$ cat src/design/mlfq_pkg.sv
// Shared types and constants for the multilevel feedback queue scheduler.
// No dependencies; imported by the controller, the datapath and the top level.
`default_nettype none

package mlfq_pkg;

    // Task ids and slice counters have fixed widths.
    localparam int ID_W     = 4;
    localparam int NUM_IDS  = 16;
    localparam int SLICE_W  = 11;
    localparam int UNIT_W   = 8;
    localparam int SLVL_W   = 2;

    // Item kinds carried on the input tuser.
    localparam logic OP_TICK  = 1'b0;
    localparam logic OP_ADMIT = 1'b1;

    // Configuration register indexes.
    localparam logic CFG_SLICE_UNIT  = 1'b0;
    localparam logic CFG_START_LEVEL = 1'b1;

    localparam logic [UNIT_W-1:0] SLICE_UNIT_RESET  = 8'd10;
    localparam logic [SLVL_W-1:0] START_LEVEL_RESET = 2'd1;

    typedef enum logic [1:0] {
        ST_IDLE,
        ST_EXEC,
        ST_LOAD,
        ST_DONE
    } ctrl_state_t;

    typedef struct packed {
        logic capture;
        logic exec;
        logic load;
        logic out_load;
    } dp_cmd_t;

    typedef struct packed {
        logic is_admit;
        logic present;
        logic found;
        logic out_free;
    } dp_status_t;

endpackage

`default_nettype wire

$ cat src/design/mlfq_ctrl.sv
// Sequencing state machine of the scheduler.
// Depends on mlfq_pkg; drives the datapath through dp_cmd_t and reads dp_status_t.
`default_nettype none

module mlfq_ctrl
    import mlfq_pkg::*;
(
    input  wire logic       clk,
    input  wire logic       rst_n,
    input  wire logic       s_tvalid,
    output logic            s_tready,
    input  wire dp_status_t status,
    output dp_cmd_t         cmd
);

    ctrl_state_t state_reg;
    ctrl_state_t state_next;

    always_ff @(posedge clk or negedge rst_n)
    begin
        if (!rst_n)
        begin
            state_reg <= ST_IDLE;
        end
        else
        begin
            state_reg <= state_next;
        end
    end

    always_comb
    begin
        state_next = state_reg;
        unique case (state_reg)
            ST_IDLE:
            begin
                if (s_tvalid)
                begin
                    state_next = ST_EXEC;
                end
            end
            ST_EXEC:
            begin
                // Only a tick that finds a queued task needs the load state for the registered table read.
                if (!status.is_admit && status.present && status.found)
                begin
                    state_next = ST_LOAD;
                end
                else
                begin
                    state_next = ST_DONE;
                end
            end
            ST_LOAD:
            begin
                state_next = ST_DONE;
            end
            ST_DONE:
            begin
                if (status.out_free)
                begin
                    state_next = ST_IDLE;
                end
            end
            default:
            begin
                state_next = ST_IDLE;
            end
        endcase
    end

    always_comb
    begin
        s_tready = 1'b0;
        cmd      = '0;
        unique case (state_reg)
            ST_IDLE:
            begin
                s_tready    = 1'b1;
                cmd.capture = s_tvalid;
            end
            ST_EXEC:
            begin
                cmd.exec = 1'b1;
            end
            ST_LOAD:
            begin
                cmd.load = 1'b1;
            end
            ST_DONE:
            begin
                cmd.out_load = status.out_free;
            end
            default:
            begin
                s_tready = 1'b0;
            end
        endcase
    end

endmodule

`default_nettype wire

$ cat src/design/mlfq_datapath.sv
// Task tables, per-level queue pointers, running-task registers and output register.
// Depends on mlfq_pkg; commanded by mlfq_ctrl.
`default_nettype none

module mlfq_datapath
    import mlfq_pkg::*;
#(
    parameter int LEVELS    = 4,
    parameter int MAX_TASKS = 16
)
(
    input  wire logic               clk,
    input  wire logic               rst_n,
    input  wire logic               cfg_valid,
    input  wire logic               cfg_index,
    input  wire logic [7:0]         cfg_data,
    input  wire logic               in_op,
    input  wire logic [ID_W-1:0]    in_id,
    input  wire dp_cmd_t            cmd,
    output dp_status_t              status,
    output logic                    m_tvalid,
    input  wire logic               m_tready,
    output logic [15:0]             m_tdata
);

    localparam int LVL_W = (LEVELS > 1) ? $clog2(LEVELS) : 1;
    localparam int CNT_W = $clog2(MAX_TASKS + 1);

    logic [UNIT_W-1:0]  slice_unit_reg;
    logic [SLVL_W-1:0]  start_level_reg;

    logic               op_reg;
    logic [ID_W-1:0]    id_reg;

    logic               present_reg;
    logic [ID_W-1:0]    run_id_reg;
    logic [LVL_W-1:0]   run_level_reg;
    logic [SLICE_W-1:0] run_slice_reg;

    logic [NUM_IDS-1:0] known_reg;
    logic [CNT_W-1:0]   known_cnt_reg;

    logic [ID_W-1:0]    head_reg [LEVELS];
    logic [ID_W-1:0]    tail_reg [LEVELS];
    logic [CNT_W-1:0]   cnt_reg  [LEVELS];
    logic [ID_W-1:0]    head_next [LEVELS];
    logic [ID_W-1:0]    tail_next [LEVELS];
    logic [CNT_W-1:0]   cnt_next  [LEVELS];

    logic [LVL_W-1:0]   pop_lvl_reg;
    logic [ID_W-1:0]    nxt_reg;
    logic               skip_head_reg;
    logic               sw_reg;
    logic               err_reg;

    logic [SLICE_W-1:0] slice_mem [NUM_IDS];
    logic [ID_W-1:0]    link_mem  [NUM_IDS];
    logic [SLICE_W-1:0] slice_rd_reg;
    logic [ID_W-1:0]    link_rd_reg;

    logic               out_valid_reg;
    logic [15:0]        out_data_reg;

    logic [LVL_W-1:0]   lvl0;
    logic               expire;
    logic [LVL_W-1:0]   new_lvl;
    logic [LVL_W:0]     lvl_inc;
    logic [SLICE_W-1:0] reload;
    logic [SLICE_W-1:0] new_slice;
    logic               found;
    logic [LVL_W-1:0]   pop_lvl;
    logic [ID_W-1:0]    nxt;
    logic               do_tick;
    logic               switch_go;
    logic               do_admit;
    logic               full;
    logic               admit_new;
    logic               admit_queue;
    logic               push_go;
    logic [ID_W-1:0]    push_id;
    logic [LVL_W-1:0]   push_lvl;
    logic [CNT_W-1:0]   push_base;
    logic               push_empty;
    logic               slice_we;
    logic [ID_W-1:0]    slice_waddr;
    logic [SLICE_W-1:0] slice_wdata;
    logic               link_we;
    logic [ID_W-1:0]    link_waddr;
    logic [LVL_W+1:0]   lvl_ext;

    // Start level saturates at the lowest priority level.
    always_comb
    begin
        if (int'(start_level_reg) >= LEVELS)
        begin
            lvl0 = LVL_W'(LEVELS - 1);
        end
        else
        begin
            lvl0 = LVL_W'(start_level_reg);
        end
    end

    // Slice charge for the running task.
    always_comb
    begin
        expire  = (run_slice_reg <= SLICE_W'(1));
        new_lvl = run_level_reg;
        if (expire && (int'(run_level_reg) < LEVELS - 1))
        begin
            new_lvl = run_level_reg + LVL_W'(1);
        end
        lvl_inc   = {1'b0, new_lvl} + (LVL_W + 1)'(1);
        reload    = SLICE_W'(slice_unit_reg) * SLICE_W'(lvl_inc);
        new_slice = expire ? reload : (run_slice_reg - SLICE_W'(1));
    end

    // Highest non-empty level; level 0 is the highest priority.
    always_comb
    begin
        found   = 1'b0;
        pop_lvl = '0;
        for (int l = LEVELS - 1; l >= 0; l--)
        begin
            if (cnt_reg[l] != '0)
            begin
                found   = 1'b1;
                pop_lvl = LVL_W'(l);
            end
        end
    end

    assign nxt = head_reg[pop_lvl];

    always_comb
    begin
        do_tick     = cmd.exec && (op_reg == OP_TICK) && present_reg;
        switch_go   = do_tick && found;
        do_admit    = cmd.exec && (op_reg == OP_ADMIT);
        full        = (known_cnt_reg >= CNT_W'(MAX_TASKS));
        admit_new   = do_admit && !full && !known_reg[id_reg];
        admit_queue = admit_new && present_reg;

        push_go   = switch_go || admit_queue;
        push_id   = switch_go ? run_id_reg : id_reg;
        push_lvl  = switch_go ? new_lvl : lvl0;
        // The pop happens first, so a push into the same level sees the reduced count.
        push_base = cnt_reg[push_lvl];
        if (switch_go && (pop_lvl == push_lvl))
        begin
            push_base = cnt_reg[push_lvl] - CNT_W'(1);
        end
        push_empty = (push_base == '0);

        slice_we    = switch_go || admit_queue;
        slice_waddr = switch_go ? run_id_reg : id_reg;
        slice_wdata = switch_go ? new_slice : SLICE_W'(slice_unit_reg);
        link_we     = push_go && !push_empty;
        link_waddr  = tail_reg[push_lvl];
    end

    always_comb
    begin
        for (int l = 0; l < LEVELS; l++)
        begin
            head_next[l] = head_reg[l];
            tail_next[l] = tail_reg[l];
            cnt_next[l]  = cnt_reg[l];
            if (switch_go && (LVL_W'(l) == pop_lvl))
            begin
                cnt_next[l] = cnt_next[l] - CNT_W'(1);
            end
            if (push_go && (LVL_W'(l) == push_lvl))
            begin
                cnt_next[l] = cnt_next[l] + CNT_W'(1);
            end
        end
        if (push_go)
        begin
            if (push_empty)
            begin
                head_next[push_lvl] = push_id;
            end
            tail_next[push_lvl] = push_id;
        end
        if (cmd.load && !skip_head_reg)
        begin
            head_next[pop_lvl_reg] = link_rd_reg;
        end
    end

    // Control state.
    always_ff @(posedge clk or negedge rst_n)
    begin
        if (!rst_n)
        begin
            slice_unit_reg  <= SLICE_UNIT_RESET;
            start_level_reg <= START_LEVEL_RESET;
            present_reg     <= 1'b0;
            run_id_reg      <= '0;
            run_level_reg   <= '0;
            known_reg       <= '0;
            known_cnt_reg   <= '0;
            out_valid_reg   <= 1'b0;
            for (int l = 0; l < LEVELS; l++)
            begin
                head_reg[l] <= '0;
                tail_reg[l] <= '0;
                cnt_reg[l]  <= '0;
            end
        end
        else
        begin
            if (cfg_valid)
            begin
                unique case (cfg_index)
                    CFG_SLICE_UNIT:  slice_unit_reg  <= cfg_data;
                    CFG_START_LEVEL: start_level_reg <= cfg_data[SLVL_W-1:0];
                    default:         slice_unit_reg  <= slice_unit_reg;
                endcase
            end

            for (int l = 0; l < LEVELS; l++)
            begin
                head_reg[l] <= head_next[l];
                tail_reg[l] <= tail_next[l];
                cnt_reg[l]  <= cnt_next[l];
            end

            if (admit_new)
            begin
                known_reg[id_reg] <= 1'b1;
                known_cnt_reg     <= known_cnt_reg + CNT_W'(1);
            end

            if (admit_new && !present_reg)
            begin
                present_reg   <= 1'b1;
                run_id_reg    <= id_reg;
                run_level_reg <= lvl0;
            end
            else if (do_tick && !found)
            begin
                run_level_reg <= new_lvl;
            end
            else if (cmd.load)
            begin
                run_id_reg    <= nxt_reg;
                run_level_reg <= pop_lvl_reg;
            end

            if (cmd.out_load)
            begin
                out_valid_reg <= 1'b1;
            end
            else if (m_tready)
            begin
                out_valid_reg <= 1'b0;
            end
        end
    end

    // Payload registers.
    always_ff @(posedge clk)
    begin
        if (cmd.capture)
        begin
            op_reg <= in_op;
            id_reg <= in_id;
        end

        if (admit_new && !present_reg)
        begin
            run_slice_reg <= SLICE_W'(slice_unit_reg);
        end
        else if (do_tick && !found)
        begin
            run_slice_reg <= new_slice;
        end
        else if (cmd.load)
        begin
            run_slice_reg <= slice_rd_reg;
        end

        if (switch_go)
        begin
            pop_lvl_reg   <= pop_lvl;
            nxt_reg       <= nxt;
            skip_head_reg <= (pop_lvl == push_lvl) && push_empty;
        end

        if (cmd.exec)
        begin
            sw_reg  <= switch_go;
            err_reg <= do_admit && full;
        end

        if (cmd.out_load)
        begin
            out_data_reg <= {7'b0, err_reg, sw_reg, lvl_ext[1:0] & {2{present_reg}},
                             run_id_reg & {ID_W{present_reg}}, present_reg};
        end
    end

    // Slice and link tables of the queued tasks.
    always_ff @(posedge clk)
    begin
        if (slice_we)
        begin
            slice_mem[slice_waddr] <= slice_wdata;
        end
        if (link_we)
        begin
            link_mem[link_waddr] <= push_id;
        end
        slice_rd_reg <= slice_mem[nxt];
        link_rd_reg  <= link_mem[nxt];
    end

    assign lvl_ext = {2'b0, run_level_reg};

    always_comb
    begin
        status.is_admit = (op_reg == OP_ADMIT);
        status.present  = present_reg;
        status.found    = found;
        status.out_free = !out_valid_reg || m_tready;
    end

    assign m_tvalid = out_valid_reg;
    assign m_tdata  = out_data_reg;

endmodule

`default_nettype wire

$ cat src/design/mlfq_task_scheduler.sv
// Multilevel feedback queue scheduler over 4-bit task ids. Each item is a tick
// (tuser 0) or an admission of the id in tdata (tuser 1), and gives exactly one
// result: the running task after the item, its level, and switch and error flags.
// A tick that switches to a queued task goes from acceptance to the output
// register through accept, update, memory read of the popped task's link and
// slice, and result; any other item skips the memory read step, needed for the
// registered link and slice table read. A new item is taken while the previous
// result waits in the output register. Queue pointers and the per-id known bits
// are flip-flops cleared by reset, so no clearing pass is needed. Configuration
// writes are accepted in every cycle and must be made only while idle.
// Depends on mlfq_pkg, mlfq_ctrl and mlfq_datapath.
`default_nettype none

module mlfq_task_scheduler
    import mlfq_pkg::*;
#(
    parameter int LEVELS    = 4,
    parameter int MAX_TASKS = 16
)
(
    input  wire logic        clk,
    input  wire logic        rst_n,
    input  wire logic        cfg_valid,
    output logic             cfg_ready,
    input  wire logic        cfg_index,
    input  wire logic [7:0]  cfg_data,
    input  wire logic        s_tvalid,
    output logic             s_tready,
    input  wire logic [7:0]  s_tdata,   // [3:0] task_id, [7:4] zero
    input  wire logic        s_tuser,   // [0] op
    output logic             m_tvalid,
    input  wire logic        m_tready,
    output logic [15:0]      m_tdata    // [0] running_valid, [4:1] running_id,
                                        // [6:5] running_level, [7] switched,
                                        // [8] error, [15:9] zero
);

    dp_cmd_t    cmd;
    dp_status_t status;

    assign cfg_ready = 1'b1;

    mlfq_ctrl u_ctrl (
        .clk      (clk),
        .rst_n    (rst_n),
        .s_tvalid (s_tvalid),
        .s_tready (s_tready),
        .status   (status),
        .cmd      (cmd)
    );

    mlfq_datapath #(
        .LEVELS    (LEVELS),
        .MAX_TASKS (MAX_TASKS)
    ) u_datapath (
        .clk       (clk),
        .rst_n     (rst_n),
        .cfg_valid (cfg_valid),
        .cfg_index (cfg_index),
        .cfg_data  (cfg_data),
        .in_op     (s_tuser),
        .in_id     (s_tdata[ID_W-1:0]),
        .cmd       (cmd),
        .status    (status),
        .m_tvalid  (m_tvalid),
        .m_tready  (m_tready),
        .m_tdata   (m_tdata)
    );

endmodule

`default_nettype wire

$ cat config.mk
export PLATFORM = sky130hd
export DESIGN_NAME = mlfq_task_scheduler
export DESIGN_NICKNAME = d
export VERILOG_FILES = /design/src/design/mlfq_pkg.sv /design/src/design/mlfq_ctrl.sv /design/src/design/mlfq_datapath.sv /design/src/design/mlfq_task_scheduler.sv
export SDC_FILE = /design/constraint.sdc
export NUM_CORES = 1
export LEC_CHECK = 0
export ABC_AREA = 1
export BUFFER_PORTS_ARGS = -buffer_cell sky130_fd_sc_hd__buf_2
export CAP_MARGIN = 30
export CORE_ASPECT_RATIO = 1.75
export CORE_UTILIZATION = 50
export CTS_CLUSTER_DIAMETER = 80
export DETAILED_ROUTE_END_ITERATION = 10
export PLACE_DENSITY = 0.64
export SETUP_SLACK_MARGIN = 0.1
export SLEW_MARGIN = 15
export SYNTH_ARGS = -nofsm -noshare
export SYNTH_HDL_FRONTEND = slang
export SYNTH_SLANG_ARGS = --single-unit
$ cat constraint.sdc
create_clock -name clk -period 8.1 [get_ports clk]
set_input_delay 0.405 -clock clk [delete_from_list [all_inputs] [get_ports clk]]
set_output_delay 0.405 -clock clk [all_outputs]
set_load 0.05 [all_outputs]
==> reports/qor.csv <==
stage,metric,value,unit
status,outcome,finished clean,
setup_path,CP Max Fanout,17,
logic_synthesis,number of enable flip-flop cells after synthesis,271,
pwr,pwr/cell area,388,mW/mm²
clocking,"Clk pin slew, worst setup/hold paths",0.06,ns
place,worst slack at placement,2.21,ns
pwr,Peak VDD IR,0.408,mV
route,DR WL/cell,17.3,µm
timing,Hold WS,0.0447,ns
setup_path,reg2reg end,u_datapath.slice_mem[11][10]$_DFFE_PP_,
die,core area,0.0359,mm²
place,GP Congestion,0.889,
route,drt pass-1 iters,5,
global_route,initial antenna violation count,0,
timing,maximum clock frequency,0.182,GHz
logic_synthesis,post-synth design cell area,0.0182,mm²
route,Total Wirelength,40600,µm
min_path,hold path startpoint,s_tdata[3],
setup_path,WP buf/inv,5,
global_route,largest net degree at the start of global routing,242,
die,Die W,146,µm
logic_synthesis,synthesized flop and latch total,382,
clocking,cts bufs inserted,36,
clocking,Clock Latency Late Sink,0.55,ns
final_layout,Post-layout nets,1918,
die,# IOs,42,
timing,Setup Skew,0.0144,ns
route,via count,12500,
setup_path,reg2reg start,u_datapath.run_slice_reg[2]$_DFFE_PP_,
timing,final slew viol count,0,
logic_synthesis,ys flop type,edfxtp_1,
final_layout,layout cells sized above 1,9.50,%
logic_synthesis,Async SR Flop Fraction,24.3,%
final_layout,most frequent cells in the layout,"nand2_1 (396), inv_1 (283), edfxtp_1 (271)",
logic_synthesis,Synth warnings,0,
setup_path,data required time of the worst path,8.49,ns
global_route,vias in the first global route,12400,
timing,Rel. slew slack,29.9,%
setup_path,most frequent CP cell,nand2_1,
timing,"Hold Vio Cnt, Final",0,
min_path,Hold Path Depth,1,
die,area of the die,0.0371,mm²
final_layout,antenna diode count,0,
clocking,"Setup Fix Bufs, Post-CTS",0,
timing,unrepaired setup endpoints after global routing,no,
route,post-route ant nets,0,
place,hpwl dp,27900,µm
timing,final setup fails,0,
logic_synthesis,Yosys cell types,55,
min_path,HP Class,in -> reg,
die,Die H,254,µm
logic_synthesis,Syn Inst Count,1817,
clocking,H-tree levels,2,
min_path,Hold Path End,u_datapath.id_reg[3]$_DFFE_PP_,
timing,Final WS setup,2.59,ns
global_route,Total GRT Usage,22.3,%
timing,fin crit period,5.51,ns
clocking,Longest Clk Path Bufs,3,
route,drt drc,0,
setup_path,critical path type,reg -> reg,
timing,setup TNS,0,ns
setup_path,crit path capture type,flip-flop,
setup_path,startpoint types,flip-flop,
die,Starting Density,50.6,%
clocking,CTS sink count,382,
global_route,first-pass GRT wire length,63900,µm
setup_path,CP peak stage delay,0.51,ns
setup_path,"Slowest-stage cell, CP",fa_1,
logic_synthesis,Mean Syn Cell Area,10.0,µm²
setup_path,"delay-heaviest family, CP",simple AND/OR/NAND/NOR gates,
setup_path,internal reg-to-reg setup slack,2.59,ns
setup_path,crit path DAT,5.89,ns
route,drt via density,5.33,
setup_path,Reg2Reg Depth,26,
timing,pin slew with the least headroom to its limit,1.05,ns
clocking,CTS tree,done,
final_layout,max reg flops,176,
flow_run,max-cap violation count,0,
global_route,gr ovfl total,0,
die,FP Rows,92,
route,DR iter-0 viols,657,
place,port bufs,29,
timing,Tcrit/Tclk final,68.0,%
final_layout,Area Growth Syn to Fin,10.6,%
logic_synthesis,register area share after synthesis,59.6,%
clocking,CTS Root Cell,clkbuf_16,
final_layout,"most common cell after layout, fill and taps aside",nand2_1,
pwr,Leak,8.38,nW
==> layer usage <==
layer	wire, µm	share of wire, %	GRT usage (%)
met1	15100	37	23.7
met2	22400	55	43.3
met3	1370	3.4	2.62
met4	1680	4.1	10.7
met5	0	0	0
==> where the power goes <==
group | total [mW] | internal (mW) | switching (mW) | leakage [nW]
combinational | 3.26 | 0.992 | 2.27 | 4.03
clock | 1.71 | 0.962 | 0.746 | 0.576
sequential | 2.82 | 2.62 | 0.204 | 3.78
total | 7.79 | 4.57 | 3.22 | 8.38
==> synthesized netlist by cell type (6+ instances only) <==
master	n	area, µm²
nor3_1	10	50.1
o21ai_0	79	395
xor2_1	31	272
nand4_1	19	119
nand3_1	151	756
nor2_2	9	56.3
a22oi_1	6	45.0
edfxtp_1	271	8140
inv_2	8	30.0
nand2_2	6	37.5
buf_4	9	67.6
ha_1	30	375
fa_1	7	140
clkbuf_1	19	71.3
nor2_1	90	338
nand2_1	396	1490
dfrtp_1	90	2250
o21ai_1	7	35.0
dfxtp_1	18	360
o211ai_1	122	916
xnor2_1	12	105
inv_1	284	1070
buf_2	42	210
a21oi_1	28	140
==> what timing repair did <==
action,in CTS,in global routing
hold endpoints to repair,47,0
endpoints found under the setup margin,0,0
resized for setup,0,0
hold buffers,1,0
==> kinds of logic after synthesis <==
logic type / share of synthesized area [%]
AND/OR/NAND/NOR: 17.2
other: 0.0414
AO/OA/AOI/OAI: 9.76
multiplexers: 0.296
adder cells (fa/ha/maj): 2.84
flip-flops: 59.6
XOR/XNOR: 2.07
buffers and inverters: 8.12
==> area by class of cell <==
type                    instances  area, µm²
clock buffers                  44        931
clock inverters                21        245
fillers                      3115      15800
inverters                     295       1110
multi-input cells            1074       5920
flip-flops and latches        382      10800
well taps                     470        588
repair buffers                 69        463
==> how the worst max path moves through the flow <==
stage / depth (start not counted) / start / end / slack (ns)
2_1_floorplan: 28 / u_datapath.run_slice_reg[2]$_DFFE_PP_ / u_datapath.slice_mem[0][9]$_DFFE_PP_ / 3.56
3_3_place_gp: 28 / u_datapath.run_slice_reg[2]$_DFFE_PP_ / u_datapath.slice_mem[10][9]$_DFFE_PP_ / 2.37
3_5_place_dp: 28 / u_datapath.run_slice_reg[2]$_DFFE_PP_ / u_datapath.slice_mem[13][9]$_DFFE_PP_ / 2.21
4_1_cts: 28 / u_datapath.run_slice_reg[2]$_DFFE_PP_ / u_datapath.slice_mem[6][9]$_DFFE_PP_ / 2.18
5_1_grt: 26 / u_datapath.run_slice_reg[2]$_DFFE_PP_ / u_datapath.slice_mem[13][10]$_DFFE_PP_ / 2.19
6_report: 26 / u_datapath.run_slice_reg[2]$_DFFE_PP_ / u_datapath.slice_mem[11][10]$_DFFE_PP_ / 2.59
==> metrics by stage <==
step,instance area (µm²),util [%],std cells,power [mW]
global route,20100,55.9,2355,8.32
finish,20100,55.9,2355,7.79
global placement,18800,52.4,2277,6.04
detailed placement,18900,52.5,2284,6.12
CTS,20000,55.8,2350,7.83
floorplan,18200,-,1823,5.23
(Power assumes the default switching activity.)
